$ cat src/sla_pkg.sv
// Package for the serial line assembler: constants, state encoding and the
// command/status structs shared by the controller and the datapath.
// No dependencies.
package sla_pkg;

  localparam int LINE_MAX_DEFAULT = 64;
  localparam int IDLE_W           = 16;
  localparam int DATA_W           = 8;
  localparam int KIND_W           = 2;

  localparam logic [IDLE_W-1:0] TIMEOUT_RESET = 16'd100;
  localparam logic [IDLE_W-1:0] IDLE_MAX      = 16'hFFFF;

  localparam logic [DATA_W-1:0] CHAR_CR = 8'h0D;
  localparam logic [DATA_W-1:0] CHAR_LF = 8'h0A;

  localparam logic [KIND_W-1:0] KIND_ECHO     = 2'd0;
  localparam logic [KIND_W-1:0] KIND_LINE     = 2'd1;
  localparam logic [KIND_W-1:0] KIND_OVERFLOW = 2'd2;

  localparam logic OP_BYTE = 1'b0;
  localparam logic OP_TICK = 1'b1;

  typedef enum logic [2:0] {
    ST_IDLE,
    ST_EXEC,
    ST_OVF,
    ST_RD,
    ST_OUT
  } state_t;

  typedef struct packed {
    logic accept;
    logic load_echo;
    logic store_byte;
    logic load_ovf;
    logic load_line;
    logic clear_fill;
    logic rd_en;
    logic idx_clear;
    logic idx_inc;
  } cmd_t;

  typedef struct packed {
    logic op_tick;
    logic is_eol;
    logic fill_zero;
    logic fill_full;
    logic flush_due;
    logic out_free;
    logic line_end;
  } sts_t;

endpackage

$ cat src/sla_ram.sv
// Generic single-write, single-read RAM with registered read data.
// No dependencies.
module sla_ram #(
  parameter int WIDTH = 8,
  parameter int DEPTH = 63,
  parameter int AW    = 6
) (
  input  logic             clk,
  input  logic             we,
  input  logic [AW-1:0]    waddr,
  input  logic [WIDTH-1:0] wdata,
  input  logic             re,
  input  logic [AW-1:0]    raddr,
  output logic [WIDTH-1:0] rdata
);

  logic [WIDTH-1:0] mem [DEPTH];

  always_ff @(posedge clk) begin
    if (we) begin
      mem[waddr] <= wdata;
    end
    if (re) begin
      rdata <= mem[raddr];
    end
  end

endmodule

$ cat src/sla_ctrl.sv
// Controller state machine of the serial line assembler.
// Depends on sla_pkg; drives commands to sla_dp and reads its status.
module sla_ctrl (
  input  logic          clk,
  input  logic          rst,
  input  logic          in_valid,
  output logic          in_ready,
  input  sla_pkg::sts_t sts,
  output sla_pkg::cmd_t cmd
);

  sla_pkg::state_t state;
  sla_pkg::state_t state_next;

  always_ff @(posedge clk) begin
    if (rst) begin
      state <= sla_pkg::ST_IDLE;
    end else begin
      state <= state_next;
    end
  end

  always_comb begin
    state_next = state;
    cmd        = '0;
    in_ready   = 1'b0;
    case (state)
      sla_pkg::ST_IDLE: begin
        in_ready   = 1'b1;
        cmd.accept = in_valid;
        if (in_valid) begin
          state_next = sla_pkg::ST_EXEC;
        end
      end
      sla_pkg::ST_EXEC: begin
        if (sts.op_tick) begin
          if (sts.flush_due) begin
            cmd.idx_clear = 1'b1;
            state_next    = sla_pkg::ST_RD;
          end else begin
            state_next = sla_pkg::ST_IDLE;
          end
        end else if (sts.out_free) begin
          cmd.load_echo = 1'b1;
          if (sts.is_eol) begin
            if (sts.fill_zero) begin
              state_next = sla_pkg::ST_IDLE;
            end else begin
              cmd.idx_clear = 1'b1;
              state_next    = sla_pkg::ST_RD;
            end
          end else if (!sts.fill_full) begin
            cmd.store_byte = 1'b1;
            state_next     = sla_pkg::ST_IDLE;
          end else begin
            state_next = sla_pkg::ST_OVF;
          end
        end
      end
      sla_pkg::ST_OVF: begin
        if (sts.out_free) begin
          cmd.load_ovf   = 1'b1;
          cmd.clear_fill = 1'b1;
          state_next     = sla_pkg::ST_IDLE;
        end
      end
      sla_pkg::ST_RD: begin
        cmd.rd_en  = 1'b1;
        state_next = sla_pkg::ST_OUT;
      end
      sla_pkg::ST_OUT: begin
        if (sts.out_free) begin
          cmd.load_line = 1'b1;
          if (sts.line_end) begin
            cmd.clear_fill = 1'b1;
            state_next     = sla_pkg::ST_IDLE;
          end else begin
            cmd.idx_inc = 1'b1;
            state_next  = sla_pkg::ST_RD;
          end
        end
      end
      default: begin
        state_next = sla_pkg::ST_IDLE;
      end
    endcase
  end

endmodule

$ cat src/sla_dp.sv
// Datapath of the serial line assembler: item latch, fill and idle counters,
// timeout register, line store and output word register.
// Depends on sla_pkg and sla_ram.
module sla_dp #(
  parameter int LINE_MAX = sla_pkg::LINE_MAX_DEFAULT
) (
  input  logic                          clk,
  input  logic                          rst,
  input  sla_pkg::cmd_t                 cmd,
  output sla_pkg::sts_t                 sts,
  input  logic                          in_op,
  input  logic [sla_pkg::DATA_W-1:0]    in_byte,
  input  logic                          in_route,
  input  logic                          cfg_wen,
  input  logic [sla_pkg::IDLE_W-1:0]    cfg_wdata,
  output logic                          out_valid,
  input  logic                          out_ready,
  output logic [sla_pkg::DATA_W-1:0]    out_data,
  output logic [sla_pkg::KIND_W-1:0]    out_kind,
  output logic                          out_route,
  output logic                          out_last
);

  localparam int DEPTH = LINE_MAX - 1;
  localparam int FW    = $clog2(LINE_MAX);
  localparam int AW    = (DEPTH > 1) ? $clog2(DEPTH) : 1;
  localparam logic [FW-1:0] CAP = FW'(DEPTH);

  logic                         op;
  logic [sla_pkg::DATA_W-1:0]   rx;
  logic                         route;
  logic [FW-1:0]                fill;
  logic [AW-1:0]                idx;
  logic [sla_pkg::IDLE_W-1:0]   idle;
  logic [sla_pkg::IDLE_W-1:0]   timeout;
  logic [sla_pkg::IDLE_W-1:0]   limit;
  logic [sla_pkg::DATA_W-1:0]   rd_data;
  logic                         out_free;

  always_ff @(posedge clk) begin
    if (cmd.accept) begin
      op    <= in_op;
      rx    <= in_byte;
      route <= in_route;
    end
    if (cmd.idx_clear) begin
      idx <= '0;
    end else if (cmd.idx_inc) begin
      idx <= idx + AW'(1);
    end
  end

  always_ff @(posedge clk) begin
    if (rst) begin
      fill    <= '0;
      idle    <= '0;
      timeout <= sla_pkg::TIMEOUT_RESET;
    end else begin
      if (cfg_wen) begin
        timeout <= cfg_wdata;
      end
      if (cmd.accept) begin
        if (in_op == sla_pkg::OP_BYTE) begin
          idle <= '0;
        end else if (idle != sla_pkg::IDLE_MAX) begin
          idle <= idle + sla_pkg::IDLE_W'(1);
        end
      end
      if (cmd.clear_fill) begin
        fill <= '0;
      end else if (cmd.store_byte) begin
        fill <= fill + FW'(1);
      end
    end
  end

  sla_ram #(
    .WIDTH (sla_pkg::DATA_W),
    .DEPTH (DEPTH),
    .AW    (AW)
  ) u_store (
    .clk   (clk),
    .we    (cmd.store_byte),
    .waddr (fill[AW-1:0]),
    .wdata (rx),
    .re    (cmd.rd_en),
    .raddr (idx),
    .rdata (rd_data)
  );

  assign limit    = (timeout == '0) ? sla_pkg::IDLE_W'(1) : timeout;
  assign out_free = !out_valid || out_ready;

  always_comb begin
    sts.op_tick   = (op == sla_pkg::OP_TICK);
    sts.is_eol    = (rx == sla_pkg::CHAR_CR) || (rx == sla_pkg::CHAR_LF);
    sts.fill_zero = (fill == '0);
    sts.fill_full = (fill == CAP);
    sts.flush_due = (fill != '0) && (idle >= limit);
    sts.out_free  = out_free;
    sts.line_end  = ((FW'(idx) + FW'(1)) == fill);
  end

  always_ff @(posedge clk) begin
    if (rst) begin
      out_valid <= 1'b0;
    end else if (cmd.load_echo || cmd.load_ovf || cmd.load_line) begin
      out_valid <= 1'b1;
    end else if (out_ready) begin
      out_valid <= 1'b0;
    end
  end

  always_ff @(posedge clk) begin
    if (cmd.load_echo) begin
      out_data  <= rx;
      out_kind  <= sla_pkg::KIND_ECHO;
      out_route <= 1'b0;
      out_last  <= sts.is_eol ? sts.fill_zero : !sts.fill_full;
    end else if (cmd.load_ovf) begin
      out_data  <= '0;
      out_kind  <= sla_pkg::KIND_OVERFLOW;
      out_route <= 1'b0;
      out_last  <= 1'b1;
    end else if (cmd.load_line) begin
      out_data  <= rd_data;
      out_kind  <= sla_pkg::KIND_LINE;
      out_route <= route;
      out_last  <= sts.line_end;
    end
  end

  a_fill_cap: assert property (@(posedge clk) disable iff (rst) fill <= CAP)
    else $error("line store fill above capacity");
  a_load_one: assert property (@(posedge clk) disable iff (rst)
    $onehot0({cmd.load_echo, cmd.load_ovf, cmd.load_line}))
    else $error("more than one output load");
  a_load_free: assert property (@(posedge clk) disable iff (rst)
    (cmd.load_echo || cmd.load_ovf || cmd.load_line) |-> out_free)
    else $error("output word overwritten");
  a_store_room: assert property (@(posedge clk) disable iff (rst)
    cmd.store_byte |-> (fill < CAP))
    else $error("store into full line store");
  a_line_fill: assert property (@(posedge clk) disable iff (rst)
    cmd.load_line |-> (fill != '0))
    else $error("line byte loaded from an empty store");

endmodule

$ cat src/serial_line_assembler_idle_flush.sv
// Serial line assembler with idle flush: top level.
// Depends on sla_pkg, sla_ctrl and sla_dp.
//
// Input words carry a received byte (s_tuser[0] = 0) or one time tick
// (s_tuser[0] = 1). Every byte is echoed on the output channel. Bytes other
// than CR or LF build up a line; CR or LF ends a non-empty line, which then
// leaves byte by byte with its route bit (m_tuser[2]). A byte arriving on a
// full store drops the line and gives an overflow word. Ticks advance an idle
// counter; a partial line idle for cfg_wdata ticks (0 acts as 1) is flushed.
// m_tlast marks the final output word caused by one input word.
// Order: a taken word is latched; in ST_EXEC a byte is loaded as its echo, and
// a plain byte or a tick that flushes nothing returns to ST_IDLE, where s_tready
// rises again. An overflow passes through ST_OVF; a line flush reads each line
// byte from the line store (registered read) in ST_RD and sends it from ST_OUT.
// Reset clears the fill count, the idle count and the output valid flag, and sets
// the timeout to 100. A stalled receiver holds the output word; the block
// keeps taking ticks that flush nothing, and holds s_tready low from the
// first word that needs the output until room opens.
module serial_line_assembler_idle_flush #(
  parameter int LINE_MAX = sla_pkg::LINE_MAX_DEFAULT
) (
  input  logic        clk,
  input  logic        rst,
  input  logic        s_tvalid,
  output logic        s_tready,
  input  logic [7:0]  s_tdata,   // rx_byte
  input  logic [1:0]  s_tuser,   // operation, protocol_active
  output logic        m_tvalid,
  input  logic        m_tready,
  output logic [7:0]  m_tdata,   // data_byte
  output logic [2:0]  m_tuser,   // kind[1:0], route
  output logic        m_tlast,
  input  logic        cfg_wen,
  input  logic [15:0] cfg_wdata
);

  sla_pkg::cmd_t cmd;
  sla_pkg::sts_t sts;

  sla_ctrl u_ctrl (
    .clk      (clk),
    .rst      (rst),
    .in_valid (s_tvalid),
    .in_ready (s_tready),
    .sts      (sts),
    .cmd      (cmd)
  );

  sla_dp #(
    .LINE_MAX (LINE_MAX)
  ) u_dp (
    .clk       (clk),
    .rst       (rst),
    .cmd       (cmd),
    .sts       (sts),
    .in_op     (s_tuser[0]),
    .in_byte   (s_tdata),
    .in_route  (s_tuser[1]),
    .cfg_wen   (cfg_wen),
    .cfg_wdata (cfg_wdata),
    .out_valid (m_tvalid),
    .out_ready (m_tready),
    .out_data  (m_tdata),
    .out_kind  (m_tuser[1:0]),
    .out_route (m_tuser[2]),
    .out_last  (m_tlast)
  );

endmodule

$ cat config.mk
export PLATFORM = sky130hd
export DESIGN_NAME = serial_line_assembler_idle_flush
export DESIGN_NICKNAME = d
export VERILOG_FILES = /design/src/sla_pkg.sv /design/src/sla_ram.sv /design/src/sla_ctrl.sv /design/src/sla_dp.sv /design/src/serial_line_assembler_idle_flush.sv
export SDC_FILE = /design/constraint.sdc
export NUM_CORES = 1
export LEC_CHECK = 0
export BUFFER_PORTS_ARGS = -buffer_cell sky130_fd_sc_hd__buf_2
export CAP_MARGIN = 20
export CORE_MARGIN = 2
export CORE_UTILIZATION = 45
export DETAILED_ROUTE_END_ITERATION = 8
export PLACE_DENSITY = 0.59
export SLEW_MARGIN = 20
export SYNTH_ARGS = -nofsm -noshare
export SYNTH_HDL_FRONTEND = slang
export SYNTH_SLANG_ARGS = --single-unit
$ cat constraint.sdc
create_clock -name clk -period 10.85 [get_ports clk]
set_clock_uncertainty 0.2 [all_clocks]
set_input_delay 0 -clock clk [delete_from_list [all_inputs] [get_ports clk]]
set_output_delay 0 -clock clk [all_outputs]
set_load 0.05 [all_outputs]
# After elaboration in Yosys (flattened, before gate mapping)
# Memories as Yosys holds them, arrays and structs flattened. A register that Yosys moved wholly into a read port is not among the register bits.
# Index checks and enable logic that the tools add are counted.
# totals
reg_bits	70
latchBits	0
ram_bits	504
mem_bits_ro	0
in_bits	31
out_inout_bits	14
elab_cells	101
mem_count	1
# op_classes
add_sub_neg	3
multipliers	0
div	0
order_cmp	1
eq_ne	14
shifts	0
muxes	50
n_bitwise	0
reduce_logical	18
# memory_table
memory	depth	width	rd	rd_ports_with_merged_regs	wr	line	text
u_dp.u_store.mem	63	8	1	1	1	sla_ram.sv:17	logic [WIDTH-1:0] mem [DEPTH];
# op_table
cell	count
$mux 16	3
$mux 1	26
$mux 8	3
$mux 2	11
$add 16x1->16 const B	1
$eq 8x4->1 const B	2
$ge 16x16->1	1
$logic_not 16->1	1
$ne 16x16->1 const B	1
$mux 3	5
$pmux 3 s5	1
$add 6x1->6 const B	2
$eq 3x2->1 const B	2
$eq 6x6->1	1
$eq 6x6->1 const B	1
$logic_not 6->1	1
$ne 2x1->1 const B	3
$reduce_bool 6->1	1
$logic_or 1x1->1	4
$reduce_and 4->1	1
$reduce_bool 2->1	2
$reduce_or 2->1	2
$eq 3x1->1 const B	1
$eq 3x3->1 const B	1
8 further kinds	9

# Longest topological paths before layout
# logic_depth
ltp_word	9
ltp_mapped	10
depth_no_buf	9

# By module
# A second synthesis with hierarchy kept.
# unflattened
hier_cells	1337
hier_area_um2	23545.1
# by_module_without_submodules
module	n_inst	cells_each	area_per_inst_um2	seq_area_each_um2
sla_ram	1	949	19886.6	15374.7
sla_dp	1	347	3344.5	1531.5
sla_ctrl	1	41	314.1	60.1

# Least setup slack after synthesis
# OpenSTA, ideal clock, no wires.
# synth_path
kind	register -> register
from	register u_dp.rx[1] (netlist name)
to	memory u_dp.u_store.mem[31][0], enable pin
setup_ns	0.374
arrival_ns	2.842
t_required_ns	10.276
path_slack_ns	7.434
stages_incl_launch_ff	6
path_buffers	1
synth_period_minus_slack_ns	3.416
path_cell_list	edfxtp_1 > and3b_1 > o211a_1 > or4b_2 > buf_2 > nor2_1
# synth_via
elab_chain_len	8
elab_cells_between_ends	9
classes_between	eq/ne (2); mux (6); reduce/logical (1)
# synth_rtl
item	line	text
start: declaration	sla_dp.sv:30	logic [sla_pkg::DATA_W-1:0] rx;
start signal: assignment	sla_dp.sv:43	rx <= in_byte;
$eq 8x4->1	sla_dp.sv:96	sts.is_eol = (rx == sla_pkg::CHAR_CR) || (rx == sla_pkg::CHAR_LF);
$logic_or 1x1->1 *	sla_dp.sv:96	
$mux 1 *	sla_ctrl.sv:45	if (sts.is_eol) begin
$mux 2 *	sla_ctrl.sv:43	end else if (sts.out_free) begin
$mux 2 *	sla_ctrl.sv:36	if (sts.op_tick) begin
$mux 2 *	sla_ctrl.sv:27	case (state)
$mux 1 *	sla_ram.sv:20	if (we) begin
$mux 1 (not written as such) *	sla_ram.sv:21	mem[waddr] <= wdata;
end: declaration	sla_ram.sv:17	
# Every way passes the cells marked *; elsewhere a longest branch is shown, timed or not.

==> summary.txt <==
Floorplan
  • Io pins: 45
  • Die Ht: about 230 µm
  • Site Rows: 83
  • Initial Utilization: between 40% and 50%
  • Die Wd: 232.0 µm
  • Core Box Area: just over 0.05 mm²
  • Die area: ~0.054 mm²

Timing
  • Final setup vio count: 0
  • Fmax: approximately 240 MHz
  • Setup TNS: 0 ns
  • Final min period: ~4.1 ns
  • RSZ-0062 raised after global routing: no
  • Final period utilization: between 30% and 40%
  • Least-Margin Pin Slew: 1.114 ns
  • Slew Limit Fails: 0
  • Final hold vios: 0
  • Slew HR: about 25%

Worst setup path
  • Reg2reg start: u_dp.idx[0]
  • Reg2reg path depth: 6
  • Critical path required time: 10.98 ns
  • R2r setup slk: 6.74 ns
  • Slowest CP cell: dfxtp_4
  • Startpoint Class: flip-flop
  • Worst path cell trace: buf_4 -> mux4_2 -> mux4_2 -> nor2b_1 -> a211oi_1 -> a21oi_1
  • Reg2reg end: u_dp.u_store.rdata[2]
  • Worst Path Buf+Inv: 1
  • Largest stage delay on the critical path: slightly below 1 ns
  • Critical path type: reg -> reg
  • Setup crit end kind: flip-flop
  • WP data arrival: 4.24 ns
  • Cell family with most CP delay: multiplexers
  • Cell mode on critical path: mux4_2
  • Critical-path maximum fanout: 45

Logic synthesis
  • Register bit total from synthesis: 582
  • Mapped Area: roughly 0.023 mm²
  • Post-Syn Instances: about 1200
  • Post-synth top area cell: edfxtp_1
  • Yosys top cell area share: between 60% and 70%
  • Largest family of logic cells by synthesized area: multiplexers
  • Post-Synth XOR/XNOR Area: less than 1%
  • Synth area leaders: edfxtp_1 (68%), mux4_2 (14%), dfxtp_1 (4.4%)
  • Netlist cell types: 63
  • Mux contribution to synthesized area: between 10% and 20%
  • FFs w/ async S/R, synth: 0%
  • Synth Area in Compound Gates: around 3.4%
  • Mapped Nets: about 1300
  • Post-synth EDFFs: around 530
  • Post-synthesis sequential area ratio: around 73%
  • Synth Warn #: 0
  • Post-synthesis simple-gate area fraction: 4.548%
  • Mean Syn Cell Area: 18.97 µm²
  • Synth Area in Adders: 1.070%
  • Ys flop type: edfxtp_1

Final layout
  • Share of post-route cells with drive strength above 1: between 20% and 30%
  • Final instance area: approximately 0.027 mm²
  • Nets: approximately 1400
  • Syn-to-layout area delta: 15.62%
  • Fin cells: between 2000 and 2500
  • Fin util: between 50% and 60%
  • # diodes: 0

CTS
  • CTS root buf: clkbuf_16
  • CTS resizes: 0
  • CTS tree: built
  • Clock sinks: between 500 and 600
  • Clock latency on the worst-skew pair: between 0.6 and 0.7 ns
  • Hold Buf Count CTS: 88
  • CTS clk-pin slew, worst paths: 0.06 ns
  • CTS Buffer Depth: 3
  • TritonCTS Buffers: 59
  • CTS H-tree lvls: 2
  • Total setup buffers inserted after CTS: 0

Route
  • Met2 routed WL: between 20000 and 30000 µm
  • Vias: 12175
  • Total Routed Length: ~54000 µm
  • Wire length on met3: about 3500 µm
  • Top sig layer: met4
  • DRC viols: 0
  • WL met1: about 23000 µm
  • DRT antenna net count: 0
  • WL per Instance: between 20 and 30 µm
  • Pre-antenna DRT Iters: 5
  • First DRT Iteration DRCs: 1336
  • Vias per cell: between 5 and 6

Power
  • Leak: roughly 0.0087 µW
  • Peak VDD IR: roughly 0.12 mV
  • Total power per unit cell area: 182.1 mW/mm²
  • Total chip power: around 5000 µW

Worst hold path
  • Worst hold path stage count: 3
  • HP Start: rst
  • Hold Path End: u_dp.out_valid
  • Min-delay worst type: in -> reg

Place
  • GP Congestion: 0.7944
  • Port Buffer Count: 44
  • Post-DP Area: 0.02428 mm²
  • Placed cell count: around 1900
  • DP Wirelength: 31640 µm

GRT
  • Antenna violations before repair: 1
  • Number of global-route vias before repair: between 10000 and 15000
  • Pin count of the biggest net entering global routing: 69
  • All-layer global routing usage: 20.76%
  • First-pass GRT wire length: approximately 82000 µm
  • Grt ovf: 0

Run status
  • Status: completed

Run
  • Max-Cap Viols: 0
flip-flops by register name (all words and copies together) (netlist names), 2 cells and up:
signal / cells
u_dp.u_store.mem: 504
u_dp.idle: 16
u_dp.timeout: 16
u_dp.out_data: 8
u_dp.rx: 8
u_dp.u_store.rdata: 8
u_dp.fill: 6
u_dp.idx: 6
u_ctrl.state: 3
u_dp.out_kind: 2
per-layer routing:
layer / track usage [%] / up-vias
li1: - / 5298
met1: 28.94 / 6363
met2: 33.91 / 435
met3: 3.721 / 79
met4: 5.549 / 0
met5: 0 / -
final cells by class:
type / instances / area, µm²
well taps: 680 / 850.8
multi-input cells: 554 / 5956
flip-flops and latches: 582 / 16980
clock inverters: 31 / 314.1
repair buffers: 156 / 1289
fillers: 4018 / 24260
clock buffers: 76 / 1540
inverters: 30 / 112.6
worst register-to-register path: cells and delay by family, from the launching register on:
family / cells / cell delay [ns]
buf+inv: 1 / 0.88
flops: 1 / 0.99
compound gates: 2 / 0.56
mux: 2 / 1.06
simple gates: 1 / 0.14
placed cells by master, fill, tap and decap left out, types with 17 or more instances in the layout:
cell           synthesis  routed
a21oi_1               17      17
dlygate4sd3_1          0      88
clkbuf_1              35      17
nand2_1               43      43
ha_1                  20      20
nor2_1               109     105
dfxtp_1               51      47
inv_1                 30      30
mux4_2               150     150
buf_4                  7      22
edfxtp_1             531     531
buf_2                 11      44
mux2i_1               25      25
clkbuf_16              0      59
cell usage after synthesis, drive strengths merged, types with 2 or more instances:
cell type	count
edfxtp	531
mux4	150
nor2	109
dfxtp	51
nand2	43
clkbuf	36
buf	31
inv	30
mux2i	25
ha	20
o21ai	18
a21oi	17
a22o	14
o211ai	13
nand3	12
xnor2	12
xor2	12
nor2b	9
nand4	8
or3	7
a211oi	6
a221o	6
and3	6
nor3	6
nor4	5
o21a	5
o221ai	5
a31oi	4
nand2b	4
o31ai	4
and2	3
and4	3
nand3b	3
nor3b	3
or3b	2
power breakdown:
part	leakage (µW)	internal, µW	switching, µW
clock network	0.000893	1140	831
registers	0.00520	2470	45.5
logic	0.00264	205	231
total	0.00873	3820	1110
kinds of logic (layout without fill, tap and decap cells):
group                    count (synthesis)  in the layout
XOR/XNOR                                24             24
multiplexers                           175            175
buffers and inverters                   97            293
AND/OR/NAND/NOR                        228            228
AO/OA/AOI/OAI                          107            107
flip-flops                             582            582
adder cells (fa/ha/maj)                 20             20
worst max path at each step:
stage	from	endpoint	slack, ns	cells past startpoint
6_report	u_dp.idx[0]	u_dp.u_store.rdata[2]	6.74	6
3_3_place_gp	u_dp.idx[0]	u_dp.u_store.rdata[2]	6.50	6
3_5_place_dp	u_dp.idx[0]	u_dp.u_store.rdata[2]	6.54	6
5_1_grt	u_dp.idx[0]	u_dp.u_store.rdata[2]	6.36	6
2_1_floorplan	u_dp.rx[1]	u_dp.u_store.mem[31][0]	7.43	5
4_1_cts	u_dp.idx[0]	u_dp.u_store.rdata[2]	6.55	6
per-stage QoR:
stage                     hold WS, ns  worst slack (ns)
after detailed placement     -0.02164             6.538
after global placement       -0.02211             6.502
final                          0.1497             6.740
after CTS                      0.1135             6.546
after global routing           0.1779             6.362
after floorplan               -0.1011             7.434
Power figures use the tool's default switching activity.
